===== src/sv/dip_pkg.sv =====
// Shared types, codes and helpers for the dual-issue pairing fetch block.
package dip_pkg;

    localparam int WINDOW_DEPTH = 8;
    localparam int STORE_DEPTH  = 256;
    localparam int IDX_W        = 8;
    localparam int SLOT_W       = 3;
    localparam int TAIL_W       = 4;
    localparam int LEN_W        = 9;

    localparam logic [1:0] KIND_ORD    = 2'd0;
    localparam logic [1:0] KIND_BRANCH = 2'd1;
    localparam logic [1:0] KIND_END    = 2'd2;
    localparam logic [1:0] KIND_NOP    = 2'd3;

    typedef struct packed {
        logic [4:0] rd;
        logic [4:0] rs;
        logic [4:0] rt;
        logic [1:0] kind;
    } entry_t;

    typedef struct packed {
        entry_t           e;
        logic [IDX_W-1:0] idx;
    } slot_t;

    typedef struct packed {
        slot_t cand;
        slot_t prior;
        logic  war_check;
    } hz_req_t;

    function automatic logic is_stopper(logic [1:0] k);
        return (k == KIND_BRANCH) || (k == KIND_END) || (k == KIND_NOP);
    endfunction

    function automatic slot_t nop_slot();
        slot_t s;
        s        = '0;
        s.e.kind = KIND_NOP;
        return s;
    endfunction

endpackage


===== src/sv/dip_hazard.sv =====
// Register-hazard comparator between a candidate slot and one earlier slot.
module dip_hazard (
    input  dip_pkg::hz_req_t req,
    output logic             hazard
);
    logic waw_raw;
    logic war;

    assign waw_raw = (req.cand.e.rd == req.prior.e.rd) || (req.cand.e.rs == req.prior.e.rd)
                  || (req.cand.e.rt == req.prior.e.rd);
    assign war     = req.war_check && ((req.cand.e.rd == req.prior.e.rt)
                  || (req.cand.e.rd == req.prior.e.rs));
    assign hazard  = waw_raw || war;
endmodule


===== config.mk =====
export PLATFORM = sky130hd
export DESIGN_NAME = dip_hazard
export DESIGN_NICKNAME = d
export VERILOG_FILES = /design/src/sv/dip_pkg.sv /design/src/sv/dip_hazard.sv
export SDC_FILE = /design/constraint.sdc
export NUM_CORES = 1
export LEC_CHECK = 0
export BUFFER_PORTS_ARGS = -buffer_cell sky130_fd_sc_hd__buf_2
export CAP_MARGIN = 40
export CORE_AREA = 2 2 39 41
export DETAILED_ROUTE_END_ITERATION = 10
export DIE_AREA = 0 0 41 43
export GPL_ROUTABILITY_DRIVEN = 0
export PLACE_DENSITY = 0.66
export SETUP_SLACK_MARGIN = 0.15
export SLEW_MARGIN = 20
export SYNTH_ARGS = -nofsm -noshare
export SYNTH_HDL_FRONTEND = slang
export SYNTH_SLANG_ARGS = --single-unit

===== constraint.sdc =====
create_clock -name vclk -period 0.8
set_input_delay 0.08 -clock vclk [all_inputs]
set_output_delay 0.08 -clock vclk [all_outputs]
set_load 0.02 [all_outputs]

* Yosys cells after proc, flatten, opt, wreduce, memory -nomap -nowiden *
Cells that the tools add are included.

storage, ports and cells
  register bits = 0
  output and inout bits = 1

operators by class
  equality and inequality tests = 5
  reductions and logical operators = 5

operators by type and width
  cell                 count
  5-bit equality test  5
  1-bit logical OR     4
  1-bit logical AND    1

* Depth between registers and ports, before layout *
  depth in word-level cells = 4
  gate-level depth with buffers = 4
  mapped depth without buffers = 4

* Worst setup path before layout *
OpenSTA, ideal clock, no wires.

  kind = input -> output
  start = in req[16] (netlist bit)
  end = out hazard
  arrival = 0.816 ns
  data required time = 0.720 ns
  path slack = -0.096 ns
  cell stages on the path = 4
  cells stage by stage = xnor2_1 > nand3_1 > o22ai_1 > a2111o_1

between the ends
  cells in the longest elaborated chain, start to end = 4

RTL lines
  element              RTL line          text
  from (decl)          dip_hazard.sv:3   input dip_pkg::hz_req_t req,
  5-bit equality test  dip_hazard.sv:12  || (req.cand.e.rd == req.prior.e.rs));
  1-bit logical OR     dip_hazard.sv:12
  1-bit logical AND    dip_hazard.sv:11  assign war = req.war_check && ((req.cand.e.rd == req.prior.e.rt)
  1-bit logical OR     dip_hazard.sv:13  assign hazard = waw_raw || war;
  to (decl)            dip_hazard.sv:4   output logic hazard

Every way passes these cells.

* Worst setup path in the final report *
  start = in req[46] (netlist bit)
  end = out hazard

between the ends
  cells in the longest elaborated chain, start to end = 4
  elaborated cells on any way between the ends = 8

RTL lines
  element                                                       RTL line
  5-bit equality test, on equally long branches                 dip_hazard.sv:9, dip_hazard.sv:11, dip_hazard.sv:12
  1-bit logical OR, on equally long branches                    dip_hazard.sv:9, dip_hazard.sv:12
  1-bit logical OR / 1-bit logical AND (equally long branches)  dip_hazard.sv:10, dip_hazard.sv:11
  1-bit logical OR *                                            dip_hazard.sv:13

Every way passes the cells marked *; elsewhere a longest branch is shown, timed or not.

==> impl_metrics.json <==
{
  "post_synth_num_cell_types": 7,
  "post-route-min-period_ps": 1100,
  "design.core.area_sq_um": 1380,
  "finalSetupViolations": 1,
  "drive_gt1_share_pct": 53.5,
  "worst_case_hold_path_end_point": "hazard",
  "tightest_slew_ps": 166,
  "post_route_standard_cell_area_excluding_fillers_sq_um": 546,
  "failed_checks": "negative setup slack",
  "seqCellArea_sq_um": 0,
  "p_leak_nw": 0.245,
  "area_delta_synth_final_pct": 92.1,
  "maxCapViolations": 0,
  "synthCells": 37,
  "ir_drop_mv": 0.215,
  "detailroute.via_count": 361,
  "rsz_0062_raised_after_global_routing": "true",
  "hold-worst-slack_ps": 479,
  "start_util_pct": 20.5,
  "total_power_uw": 305,
  "floorplan.die.width_um": 41,
  "period_share_pct": 137,
  "fillerInstances": 151,
  "io_buffers": 32,
  "post-route-util_pct": 39.4,
  "vias_per_cell": 4.15,
  "power.density_cell_area_nw_per_um2": 560,
  "max-slew-margin-rel_pct": 88.9,
  "rows": 14,
  "hold_buffers": 0,
  "floorplan.io_pins": 52,
  "grt_util_all_layers_pct": 9.09,
  "synth_warnings": 0,
  "placedInstanceArea_sq_um": 479,
  "critPathKind": "primary input to primary output",
  "postRouteAntennaNets": 0,
  "layout.nets": 124,
  "detail_route.first_pass.iterations": 2,
  "dp_hpwl_um": 749,
  "drc": 0,
  "hold_path_startpoint": "req[0]",
  "netlist.top_cell.by_area": "sky130_fd_sc_hd__xnor2_1",
  "grt_residual_overflow": 0,
  "status": "complete, but fails checks",
  "dp_cells": 87,
  "max_freq_ghz": 0.912,
  "pre_cts_slack_ps": -282,
  "start_kind": "primary input",
  "synthesized_net_count": 88,
  "number_of_global_route_vias_before_repair": 341,
  "grt_max_degree": 4,
  "detailedRoute.firstIterationViolations": 6,
  "hold_path_class": "primary input to primary output",
  "area_share_of_the_largest_cell_type_after_synthesis_pct": 58.6,
  "num-clock-buffers": 0,
  "cp-end-kind": "primary output",
  "final_cells": 87,
  "die-area_sq_um": 1760,
  "finalWirelength_um": 793,
  "post_drt_wl_per_cell_um": 9.11,
  "antenna_cells": 0,
  "timing.final.max_slew_violations": 0,
  "worst_hold_path.num_cells": 3,
  "die_height_um": 43,
  "required_ps": 720,
  "endpoints_failing_hold": 0,
  "syn_area_per_cell_sq_um": 7.68,
  "antenna_found_initial": 0,
  "post-synth-top-count-cell": "sky130_fd_sc_hd__xnor2_1",
  "synth.top_cells.by_area": "sky130_fd_sc_hd__xnor2_1 (59%), sky130_fd_sc_hd__xor2_1 (19%), sky130_fd_sc_hd__nand3_1 (8.8%)",
  "grt_pass1_wl_um": 1190,
  "layout.sequential_cells": 0,
  "multiInputGateArea_sq_um": 312,
  "worst_ep_arrival_time_ps": 1020,
  "postLayoutSetupSlackWorst_ps": -297,
  "critPathMaxFanout": 3,
  "mappedNetlistArea_sq_um": 284,
  "post_synth_most_frequent_cells": "sky130_fd_sc_hd__xnor2_1 (19), sky130_fd_sc_hd__xor2_1 (6), sky130_fd_sc_hd__nand3_1 (5)",
  "seq_area_frac_synth_pct": 0,
  "setup-tns-final_ps": -297
}
## report_power, final
part	switching (mW)	internal, mW	leakage [nW]	total (mW)
registers	0	0	0	0
logic	0.122	0.183	0.245	0.305
clock network	0	0	0	0
## timing repair
| action | CTS | global route |
|---|---|---|
| pin swaps | 1 | 4 |
| setup buffers | 0 | 0 |
| gates resized for setup | 2 | 14 |
| setup endpoints to repair | 1 | 1 |
## cell families after synthesis
kind of cell	share of synthesized area [%]
xor+xnor	77.1
simple gates	16.7
compound gates	6.17
## layer usage
layer  part of all wire [%]  GRT usage [%]  up-vias
li1                       -              -      191
met5                      0              0        -
met4                      0              0        0
met2                     49           17.2       18
met3                    9.8           1.57        0
met1                     41           10.4      152
## layout by cell type (no fill, tap or decap)
cell,count
sky130_fd_sc_hd__buf_8,1
sky130_fd_sc_hd__buf_2,27
sky130_fd_sc_hd__xor2_1,4
sky130_fd_sc_hd__xnor2_2,1
sky130_fd_sc_hd__buf_6,5
sky130_fd_sc_hd__o22ai_1,1
sky130_fd_sc_hd__nand2_1,2
sky130_fd_sc_hd__buf_4,1
sky130_fd_sc_hd__xnor2_1,18
sky130_fd_sc_hd__nor3_2,1
sky130_fd_sc_hd__a2111o_1,1
sky130_fd_sc_hd__xor2_2,2
sky130_fd_sc_hd__nand3_1,5
sky130_fd_sc_hd__nor3_1,2
## critical path, stage by stage
cell and delay [ps]:
sky130_fd_sc_hd__buf_4 130, sky130_fd_sc_hd__buf_6 110, sky130_fd_sc_hd__xor2_2 120, sky130_fd_sc_hd__nor3_2 50
sky130_fd_sc_hd__a2111o_1 390, sky130_fd_sc_hd__buf_6 140
## worst max path at each step
stage,to,cells past startpoint,from,slack (ps)
final,hazard,6,req[46],-300
after global routing,hazard,6,req[48],-360
after CTS,hazard,6,req[47],-280
after detailed placement,hazard,6,req[47],-280
after global placement,hazard,6,req[47],-290
after floorplan,hazard,4,req[16],-50
## cell type report
cell class | count | area share, %
multi-input combinational | 37 | 57.1
timing repair buffer | 34 | 39.2
tap | 16 | 3.67
No activity file was read; power rests on OpenSTA's default activity.
